## src/design/lrg_pkg.sv

```systemverilog
package lrg_pkg;

    localparam int GRID_WIDTH  = 64;
    localparam int GRID_HEIGHT = 32;

    localparam int XW = 6;
    localparam int YW = 5;
    localparam int ROW_COUNT = 32;

    // Arithmetic width of the Bresenham error term and the axis distances.
    localparam int EW = 10;

    localparam logic ACTION_DRAW  = 1'b0;
    localparam logic ACTION_CLEAR = 1'b1;

    typedef enum logic [1:0] {
        GLYPH_DASH      = 2'd0,
        GLYPH_SLASH     = 2'd1,
        GLYPH_BACKSLASH = 2'd2
    } t_glyph;

    typedef enum logic [1:0] {
        ST_IDLE = 2'b01,
        ST_WALK = 2'b10
    } t_state;

    // Commands from the controller to the datapath.
    typedef struct packed {
        logic load;
        logic clear;
        logic step;
    } t_cmd;

    // Status from the datapath to the controller.
    typedef struct packed {
        logic done;
    } t_status;

endpackage

```

## src/design/lrg_in_if.sv

```systemverilog
interface lrg_in_if;
    import lrg_pkg::*;

    logic          valid;
    logic          ready;
    logic          action;
    logic [XW-1:0] x_start;
    logic [YW-1:0] y_start;
    logic [XW-1:0] x_end;
    logic [YW-1:0] y_end;

    modport source (output valid, action, x_start, y_start, x_end, y_end, input ready);
    modport sink   (input valid, action, x_start, y_start, x_end, y_end, output ready);
endinterface

```

## src/design/lrg_out_if.sv

```systemverilog
interface lrg_out_if;
    import lrg_pkg::*;

    logic          valid;
    logic          ready;
    logic [XW-1:0] point_x;
    logic [YW-1:0] point_y;
    logic [1:0]    glyph;
    logic          write_cell;
    logic          last_point;

    modport source (output valid, point_x, point_y, glyph, write_cell, last_point,
                    input ready);
    modport sink   (input valid, point_x, point_y, glyph, write_cell, last_point,
                    output ready);
endinterface

```

## src/design/line_rasterizer_with_glyphs.sv

```systemverilog
// The first point of a line is offered in the cycle after the request transaction.
// One point is handed out per cycle while the sink is ready; a line holds the block until
// its last point is taken, and the next request is taken in the cycle after the last point.
// A clear request empties the bitmap and produces no output transaction.
// Reset (synchronous, active low) returns the controller to idle and empties the bitmap.
module line_rasterizer_with_glyphs (
    input  logic       i_clk,
    input  logic       i_rst_n,
    lrg_in_if.sink     i_in,
    lrg_out_if.source  o_out
);
    import lrg_pkg::*;

    t_cmd    w_cmd;
    t_status w_status;

    // The controller decides when a request is taken and when the walk
    // advances; it never looks at coordinates, only at the action and the done status.
    lrg_ctrl u_ctrl (
        .i_clk       (i_clk),
        .i_rst_n     (i_rst_n),
        .i_in_valid  (i_in.valid),
        .i_action    (i_in.action),
        .i_out_ready (o_out.ready),
        .i_status    (w_status),
        .o_in_ready  (i_in.ready),
        .o_out_valid (o_out.valid),
        .o_cmd       (w_cmd)
    );

    // The datapath holds the current point, the error term and the
    // occupancy bitmap. The bitmap is only updated when a point transaction
    // completes, so a stalled point keeps a stable write flag.
    lrg_datapath u_datapath (
        .i_clk        (i_clk),
        .i_rst_n      (i_rst_n),
        .i_cmd        (w_cmd),
        .i_x_start    (i_in.x_start),
        .i_y_start    (i_in.y_start),
        .i_x_end      (i_in.x_end),
        .i_y_end      (i_in.y_end),
        .o_status     (w_status),
        .o_point_x    (o_out.point_x),
        .o_point_y    (o_out.point_y),
        .o_glyph      (o_out.glyph),
        .o_write_cell (o_out.write_cell)
    );

    // Every line ends exactly at its end point, so the done status marks
    // the final point.
    assign o_out.last_point = w_status.done;
endmodule

```

## src/design/lrg_ctrl.sv

```systemverilog
module lrg_ctrl (
    input  logic             i_clk,
    input  logic             i_rst_n,
    input  logic             i_in_valid,
    input  logic             i_action,
    input  logic             i_out_ready,
    input  lrg_pkg::t_status i_status,
    output logic             o_in_ready,
    output logic             o_out_valid,
    output lrg_pkg::t_cmd    o_cmd
);
    import lrg_pkg::*;

    t_state r_state;
    t_state n_state;
    logic   w_in_take;

    assign o_in_ready  = (r_state == ST_IDLE);
    assign o_out_valid = (r_state == ST_WALK);
    assign w_in_take   = i_in_valid && o_in_ready;

    assign o_cmd.load  = w_in_take && (i_action == ACTION_DRAW);
    assign o_cmd.clear = w_in_take && (i_action == ACTION_CLEAR);
    assign o_cmd.step  = o_out_valid && i_out_ready;

    always_comb begin
        n_state = r_state;
        case (r_state)
            ST_IDLE: begin
                if (o_cmd.load) n_state = ST_WALK;
            end
            ST_WALK: begin
                if (o_cmd.step && i_status.done) n_state = ST_IDLE;
            end
            default: n_state = ST_IDLE;
        endcase
    end

    always_ff @(posedge i_clk) begin
        if (!i_rst_n) r_state <= ST_IDLE;
        else          r_state <= n_state;
    end
endmodule

```

## src/design/lrg_datapath.sv

```systemverilog
module lrg_datapath (
    input  logic                   i_clk,
    input  logic                   i_rst_n,
    input  lrg_pkg::t_cmd          i_cmd,
    input  logic [lrg_pkg::XW-1:0] i_x_start,
    input  logic [lrg_pkg::YW-1:0] i_y_start,
    input  logic [lrg_pkg::XW-1:0] i_x_end,
    input  logic [lrg_pkg::YW-1:0] i_y_end,
    output lrg_pkg::t_status       o_status,
    output logic [lrg_pkg::XW-1:0] o_point_x,
    output logic [lrg_pkg::YW-1:0] o_point_y,
    output logic [1:0]             o_glyph,
    output logic                   o_write_cell
);
    import lrg_pkg::*;

    logic [XW-1:0]        r_cx, r_ex;
    logic [YW-1:0]        r_cy, r_ey;
    logic                 r_sx, r_sy;
    logic signed [EW-1:0] r_dx, r_dy, r_err;
    logic [GRID_WIDTH-1:0] r_rows [ROW_COUNT];

    logic signed [XW:0]   w_lx, w_ax;
    logic signed [YW:0]   w_ly, w_ay;
    logic signed [EW:0]   w_e2;
    logic                 w_mx, w_my;
    logic                 w_in_grid;
    logic [GRID_WIDTH-1:0] w_row;
    t_glyph               w_glyph;

    // Set-up values for a new line.
    assign w_lx = $signed({1'b0, i_x_end}) - $signed({1'b0, i_x_start});
    assign w_ly = $signed({1'b0, i_y_end}) - $signed({1'b0, i_y_start});
    assign w_ax = (w_lx < 0) ? -w_lx : w_lx;
    assign w_ay = (w_ly < 0) ? -w_ly : w_ly;

    // One Bresenham step.
    assign w_e2 = {r_err, 1'b0};
    assign w_mx = (w_e2 >= EW'(r_dy));
    assign w_my = (w_e2 <= EW'(r_dx));

    assign o_status.done = (r_cx == r_ex) && (r_cy == r_ey);

    always_comb begin
        if ((r_cx == r_ex) || (r_cy == r_ey))   w_glyph = GLYPH_DASH;
        else if ((r_ex > r_cx) == (r_ey > r_cy)) w_glyph = GLYPH_SLASH;
        else                                     w_glyph = GLYPH_BACKSLASH;
    end

    assign w_in_grid = ({1'b0, r_cx} < (XW+1)'(GRID_WIDTH)) &&
                       ({1'b0, r_cy} < (YW+1)'(GRID_HEIGHT));
    assign w_row     = r_rows[r_cy];

    assign o_point_x    = r_cx;
    assign o_point_y    = r_cy;
    assign o_glyph      = w_glyph;
    assign o_write_cell = w_in_grid && !w_row[r_cx];

    always_ff @(posedge i_clk) begin
        if (i_cmd.load) begin
            r_cx  <= i_x_start;
            r_cy  <= i_y_start;
            r_ex  <= i_x_end;
            r_ey  <= i_y_end;
            r_sx  <= (i_x_start < i_x_end);
            r_sy  <= (i_y_start < i_y_end);
            r_dx  <= EW'(w_ax);
            r_dy  <= -EW'(w_ay);
            r_err <= EW'(w_ax) - EW'(w_ay);
        end else if (i_cmd.step) begin
            if (w_mx) r_cx <= r_sx ? r_cx + XW'(1) : r_cx - XW'(1);
            if (w_my) r_cy <= r_sy ? r_cy + YW'(1) : r_cy - YW'(1);
            r_err <= r_err + (w_mx ? r_dy : EW'(0)) + (w_my ? r_dx : EW'(0));
        end
    end

    // Occupancy bitmap: cleared by reset and by the clear action.
    always_ff @(posedge i_clk) begin
        if (!i_rst_n || i_cmd.clear) begin
            for (int i = 0; i < ROW_COUNT; i++) r_rows[i] <= '0;
        end else if (i_cmd.step && o_write_cell) begin
            r_rows[r_cy][r_cx] <= 1'b1;
        end
    end
endmodule

```

## src/flat_wrapper.sv

```systemverilog
// flat-port wrapper written by rule: the top's interface ports become plain ports
module line_rasterizer_with_glyphs_flat import lrg_pkg::*;
  (i_clk, i_rst_n, i_in_valid, i_in_action, i_in_x_start, i_in_y_start, i_in_x_end, i_in_y_end, i_in_ready, o_out_valid, o_out_point_x, o_out_point_y, o_out_glyph, o_out_write_cell, o_out_last_point, o_out_ready);
  lrg_in_if i_in_i ();
  lrg_out_if o_out_i ();
  input  logic i_clk;
  input  logic i_rst_n;
  input wire logic [$bits(i_in_i.valid)-1:0] i_in_valid;
  input wire logic [$bits(i_in_i.action)-1:0] i_in_action;
  input wire logic [$bits(i_in_i.x_start)-1:0] i_in_x_start;
  input wire logic [$bits(i_in_i.y_start)-1:0] i_in_y_start;
  input wire logic [$bits(i_in_i.x_end)-1:0] i_in_x_end;
  input wire logic [$bits(i_in_i.y_end)-1:0] i_in_y_end;
  output wire logic [$bits(i_in_i.ready)-1:0] i_in_ready;
  output wire logic [$bits(o_out_i.valid)-1:0] o_out_valid;
  output wire logic [$bits(o_out_i.point_x)-1:0] o_out_point_x;
  output wire logic [$bits(o_out_i.point_y)-1:0] o_out_point_y;
  output wire logic [$bits(o_out_i.glyph)-1:0] o_out_glyph;
  output wire logic [$bits(o_out_i.write_cell)-1:0] o_out_write_cell;
  output wire logic [$bits(o_out_i.last_point)-1:0] o_out_last_point;
  input wire logic [$bits(o_out_i.ready)-1:0] o_out_ready;
  assign i_in_i.valid = i_in_valid;
  assign i_in_i.action = i_in_action;
  assign i_in_i.x_start = i_in_x_start;
  assign i_in_i.y_start = i_in_y_start;
  assign i_in_i.x_end = i_in_x_end;
  assign i_in_i.y_end = i_in_y_end;
  assign i_in_ready = i_in_i.ready;
  assign o_out_valid = o_out_i.valid;
  assign o_out_point_x = o_out_i.point_x;
  assign o_out_point_y = o_out_i.point_y;
  assign o_out_glyph = o_out_i.glyph;
  assign o_out_write_cell = o_out_i.write_cell;
  assign o_out_last_point = o_out_i.last_point;
  assign o_out_i.ready = o_out_ready;
  line_rasterizer_with_glyphs u_core (.i_clk(i_clk), .i_rst_n(i_rst_n), .i_in(i_in_i), .o_out(o_out_i));
endmodule
```

## config.mk

```make
export PLATFORM = sky130hd
export DESIGN_NAME = line_rasterizer_with_glyphs_flat
export DESIGN_NICKNAME = d
export VERILOG_FILES = /design/src/design/lrg_pkg.sv /design/src/design/lrg_in_if.sv /design/src/design/lrg_out_if.sv /design/src/design/line_rasterizer_with_glyphs.sv /design/src/design/lrg_ctrl.sv /design/src/design/lrg_datapath.sv /design/src/flat_wrapper.sv
export SDC_FILE = /design/constraint.sdc
export NUM_CORES = 2
export LEC_CHECK = 0
export ABC_AREA = 0
export BUFFER_PORTS_ARGS = -buffer_cell sky130_fd_sc_hd__buf_4
export CAP_MARGIN = 10
export CORE_UTILIZATION = 50
export CTS_BUF_LIST = sky130_fd_sc_hd__clkbuf_4
export CTS_CLUSTER_SIZE = 14
export DETAILED_ROUTE_END_ITERATION = 10
export HOLD_SLACK_MARGIN = 0.15
export PLACE_DENSITY = 0.65
export SKIP_CTS_REPAIR_TIMING = 1
export SLEW_MARGIN = 10
export SYNTH_ARGS = -nofsm -noshare
export SYNTH_HDL_FRONTEND = slang
export SYNTH_HIERARCHICAL = 1
export SYNTH_SLANG_ARGS = --single-unit
```

## constraint.sdc

```tcl
create_clock -name i_clk -period 13.5 [get_ports i_clk]
set_input_delay 0 -clock i_clk [delete_from_list [all_inputs] [get_ports i_clk]]
set_output_delay 0 -clock i_clk [all_outputs]
set_load 0.02 [all_outputs]
```

# == After elaboration in Yosys (flattened, before gate mapping) ==
# Memories as Yosys holds them, arrays and structs flattened. A register that Yosys moved wholly into a read port is not among the register bits.
# Index checks and enable logic that the tools add are counted.
# word_totals
ram_bits,2048
n_memories,1
ff_bits,53
in_bits,27
# classes
magnitude_cmp,10
n_reduce_logical,19
mux,32
addsub,12
bitwise,1
n_eq_ne,7
# memory_table
memory,depth,word_bits,rd,rd_clocked_by_memory_dff,write_ports,line,rtl
u_core.u_datapath.r_rows,32,64,1,1,32,lrg_datapath.sv:21,logic [GRID_WIDTH-1:0] r_rows [ROW_COUNT];
# ops
operator,n
two-way mux 64 bit,3
OR reduction 64 bit,1
two-way mux 10 bit,4
two-way mux 5 bit,6
two-way mux 6 bit,5
adder 10 bit,2
>= comparator 11 x 10 -> 1 bit,1
less-or-equal comparator 11 x 7 -> 1 bit,1
negation 6 -> 10 bit,1
logical AND 1 bit,8
two-way mux 2 bit,4
subtractor 7 x 6 -> 8 bit,1
less-than comparator 6 x 7 -> 1 bit (second input constant),1
less-than comparator 7 x 1 -> 1 bit (second input constant),1
two-way mux 7 bit,1
negation 7 bit,1
subtractor 6 x 6 -> 7 bit,1
adder 6 x 1 -> 6 bit (second input constant),1
binary-select mux 1 bit (select 6 bit),1
demux 1 bit (select 6 bit),1
equality test 6 bit,1
>= comparator 6 x 1 -> 1 bit (second input constant),1
> comparator 6 bit,1
less-than comparator 6 x 1 -> 1 bit (second input constant),1
20 further kinds,32

# == Depth between registers and ports, before layout ==
# depth
word_depth,9
depth_mapped,26
ltp_nobuf,25

# == Hierarchy ==
# Netlist, hierarchy kept.
# by_module_without_submodules
module,area_each_um2,cells_each,instances,seq_area_each_um2
lrg_datapath,97612.4,10493,1,42630.9
lrg_ctrl,105.1,11,1,40.0

# == Worst setup path before layout ==
# Ideal clock, no wire load.
# synth_path
path_kind,register to register
startpoint,reg u_core.u_datapath.r_err[0]
endpoint,"reg u_core.u_datapath.r_err[9], data pin"
path_buffers,1
setup_slack_ns,9.001
arrival_ns,4.232
path_stages_with_launch,25
cell_sequence,edfxtp_1 -> ha_1 -> nor2b_1 -> o21a_1 -> o21a_1 -> o211ai_1 -> a21boi_0 -> o31ai_1 -> a21oi_1 -> clkbuf_1 -> and2_1 -> fa_1 -> ha_1 -> inv_1 -> fa_1 -> inv_1 -> a21oi_1 -> o21bai_1 -> a21oi_1 -> o21bai_1 -> a31oi_1 -> xnor2_1 -> xnor2_1 -> xnor2_1 -> o21ai_0
# synth_via
elab_chain_len,6
word_cells_on_any_way,8
# synth_lines
item,line,rtl
"start, declared",lrg_datapath.sv:20,"logic signed [EW-1:0] r_dx, r_dy, r_err;"
"start signal, assigned",lrg_datapath.sv:69,r_err <= EW'(w_ax) - EW'(w_ay);
"start signal, assigned",lrg_datapath.sv:73,r_err <= r_err + (w_mx ? r_dy : EW'(0)) + (w_my ? r_dx : EW'(0));
>= comparator 11 x 10 -> 1 bit,lrg_datapath.sv:39,assign w_mx = (w_e2 >= EW'(r_dy));
two-way mux 10 bit,lrg_datapath.sv:73,
adder 10 bit,lrg_datapath.sv:73,
adder 10 bit (*),lrg_datapath.sv:73,
two-way mux 10 bit (*),lrg_datapath.sv:70,end else if (i_cmd.step) begin
two-way mux 10 bit (*),lrg_datapath.sv:60,if (i_cmd.load) begin
# Every way passes the cells marked *; elsewhere a longest branch is shown, timed or not. The select of a mux whose other input is x is not followed.
# A chain may end at the register's enable or synchronous reset.

==> results_dict.tcl <==
set metrics [dict create \
    status "complete, no violations" \
    setup_viol 0 \
    clockRootBuffer "clkbuf_4" \
    ys_seq_elements 2106 \
    grt_use_met1 0.452 \
    die_x_microns 444 \
    relSlewSlack 0.0283 \
    syn-cell-area_sq_mm 0.0977 \
    die_area_sq_mm 0.197 \
    drt-initial-drc-count 12300 \
    drive_gt1_frac 0.263 \
    clkTransAtPathRegs_ns 0.06 \
    wl_per_cell_microns 26.6 \
    fin_skew_ns 0.122 \
    synth_edf_count 51 \
    grt-ovfl-total 0 \
    via_count 85000 \
    htree_num_levels 6 \
    start_util 0.505 \
    synth.distinct_cells 84 \
    place_area_sq_mm 0.0980 \
    top_usage_layer "met2" \
    end_kind "output port" \
    grt_use_met2 0.506 \
    crit_path_start_kind "flip-flop" \
    hold_slack_ns 0.209 \
    grt_pass1_vias 79400 \
    period_share 0.672 \
    critPathMostFrequentCell "buf_12" \
    rsz0062_at_grt "no" \
    firstDrtPassIters 7 \
    syn_inst 10500 \
    drt_wl_total_mm 349 \
    gr-usage-all-layers 0.342 \
    hold_class "in2reg" \
    max_freq_ghz 0.110 \
    synth_ff_type "dfxtp_1" \
    leakage_uw 0.0364 \
    grt_pass1_wl_mm 513 \
    cap_viol_max_count 0 \
    setup_tns_ns 0 \
    cp_cell_sequence "buf_12, buf_4, mux4_2, mux2i_1, o32ai_1, a311o_1, a2111oi_0, a31oi_1, or4_1, or4_4, buf_12, buf_12, inv_1, buf_4" \
    power.total_uw 14300 \
    fin_nets 10400 \
    place_ws_ns 5.89 \
    min_path_cells 5 \
    async_reset_ff_frac 0 \
    finalHoldViolCount 0 \
    dpl.hpwl_mm 194 \
    syn-num-nets 10600 \
    layout_min_cycle_time_ns 9.07 \
    die_y_microns 444 \
    gp_congestion 0.905 \
    reg2regPathDepth 13 \
    drc 0 \
    cts_made_buffers 571 \
    io_pins 44 \
    worst_pin_slew_ns 1.45 \
    port_buffers 43 \
    critPathKind "reg2out" \
    area_delta_synth_final_pct 8.27 \
    ys_seq_area_frac 0.437 \
    ir_drop_mv 0.123 \
    coreArea_sq_mm 0.193 \
    cts.sinks 2106 \
    clock_latency_ns 1.49 \
    antenna_found_initial 16 \
    power_density_mw_per_mm2 135 \
    syn_avg_cell_area_sq_um 9.30 \
    vias_per_cell 6.47 \
    arrival_ns 9.07 \
    num_rows 161 \
    synth_warnings 6 \
    path_max_fanout 168 \
    slew_viol_final 0 \
    final_area_sq_mm 0.106 \
    ant_nets 0 \
    slowest_stage "dfxtp_4" \
    critical_path_required_ns 13.50 \
    clockBufferDepth 4 \
    cts_tree "built" \
    timing.final.ws_setup_ns 4.43 \
    slowest_delay_ns 0.84 \
    use_met3 0.0880 \
    grt_max_degree 245 \
]
state kept, by name, indices dropped and copies added (netlist names), 2 cells and up, named ones only:
| name | count |
|---|---|
| u_core/u_datapath/o_point_x | 6 |
| u_core/u_ctrl/r_state | 2 |
| u_core/u_datapath/o_point_y | 5 |
| u_core/u_datapath/r_rows | 2048 |
| u_core/u_datapath/r_err | 10 |
| u_core/u_datapath/r_dx | 7 |
| u_core/u_datapath/r_dy | 10 |
| u_core/u_datapath/r_ex | 6 |
| u_core/u_datapath/r_ey | 5 |
worst paths after layout:
path | to | slack, ns | startpoint
min reg2reg | u_core/u_datapath/r_rows[21][48] | 0.45 | u_core/u_datapath/r_rows[21][48]
max reg2reg | u_core/u_datapath/r_rows[8][11] | 5.51 | flip-flop
min | u_core/u_datapath/o_point_y[3] | 0.21 | i_in_y_start[3]
max | o_out_write_cell | 4.43 | flip-flop
metal layers:
metal | vias to the layer above | wire length [microns] | share of wire
met5 | - | 138 | 0.00039
met4 | 20 | 21500 | 0.062
met3 | 1131 | 39700 | 0.11
met2 | 4945 | 153000 | 0.44
met1 | 41500 | 135000 | 0.39
li1 | 37400 | - | -
final cells by class:
type                            count  area, sq um
Fill cell                       17300        87600
Clock buffer                      853         6400
Clock inverter                     73          447
Tap cell                         2526         3160
Sequential cell                  2106        42700
Inverter                           75          284
Multi-Input combinational cell   7142        49600
Timing Repair Buffer              354         3160
Antenna cell                       14         35.0
cells in the mapped netlist (17+ instances only):
| library cell | count | area (sq um) |
|---|---|---|
| edfxtp_1 | 51 | 1530 |
| a21o_1 | 20 | 150 |
| a22o_1 | 265 | 2320 |
| buf_4 | 21 | 158 |
| mux2i_1 | 131 | 1310 |
| buf_6 | 125 | 1410 |
| a31oi_1 | 31 | 194 |
| a211oi_1 | 25 | 188 |
| a2111oi_0 | 22 | 193 |
| dfxtp_1 | 2055 | 41100 |
| clkbuf_1 | 908 | 3410 |
| nor2_1 | 149 | 559 |
| ha_1 | 67 | 838 |
| o21ai_0 | 838 | 4190 |
| mux4_2 | 466 | 10500 |
| nand3_1 | 1632 | 8170 |
| nand2_1 | 1932 | 7250 |
| a21oi_1 | 62 | 310 |
| nand4_1 | 17 | 106 |
| a22oi_1 | 54 | 405 |
| xnor2_1 | 28 | 245 |
| mux2_2 | 38 | 428 |
| buf_2 | 85 | 425 |
| and3_1 | 18 | 113 |
| inv_1 | 70 | 263 |
| nor2b_1 | 41 | 257 |
| o22ai_1 | 24 | 150 |
| o21ai_2 | 1000 | 8760 |
| buf_1 | 28 | 105 |
| nor3_1 | 41 | 205 |
cells in the final DEF, fill, tap and decap left out, types with 13 or more instances in the layout:
master / count
edfxtp_1: 51
and2_1: 13
a22oi_1: 54
nor2_4: 37
o21ai_0: 838
nand2b_1: 15
a22o_1: 265
xor2_1: 14
o22ai_1: 23
mux4_2: 466
clkbuf_4: 853
a21o_1: 20
nor2_2: 48
and3_1: 18
nand4_1: 17
buf_4: 243
clkinv_1: 46
ha_1: 67
dlygate4sd3_1: 86
nor2_1: 64
nor2b_1: 36
xnor2_1: 28
fa_1: 15
inv_2: 17
nand2_1: 1932
inv_1: 69
a2111oi_0: 21
buf_12: 23
a31oi_1: 31
a211oi_1: 25
dfxtp_1: 2050
nand3_1: 1632
o21ai_2: 1000
diode_2: 14
mux2_2: 38
nor3_1: 40
mux2i_1: 131
a21oi_1: 62
worst max-delay path, delay by kind of cell, from the launching register on:
kind | cells | cell delay [ns]
buffers and inverters | 6 | 2.55
AND/OR/NAND/NOR | 2 | 1.38
AO/OA/AOI/OAI | 4 | 1.29
multiplexers | 2 | 1.04
flip-flops | 1 | 0.84
kinds of logic after synthesis:
group | after synthesis | share of synthesized area
flops | 2106 | 0.437
buf+inv | 1256 | 0.0620
mux | 635 | 0.125
fa+ha+maj | 82 | 0.0117
compound gates | 2446 | 0.182
xor+xnor | 42 | 0.00376
simple gates | 3937 | 0.179
through the flow:
stage,utilization,instances
6_report,0.547,13100
4_1_cts,0.542,13000
3_5_place_dp,0.507,12100
2_1_floorplan,-,10500
5_1_grt,0.547,13100
3_3_place_gp,0.507,12100
where the power goes:
group          internal (uW)  switching, uW  leakage (uW)  total (uW)
sequential              6290           65.0        0.0170        6360
combinational            554           1690        0.0152        2250
clock                   2970           2690       0.00418        5660
total                   9820           4450        0.0364       14300
No activity file was read; power rests on OpenSTA's default activity.
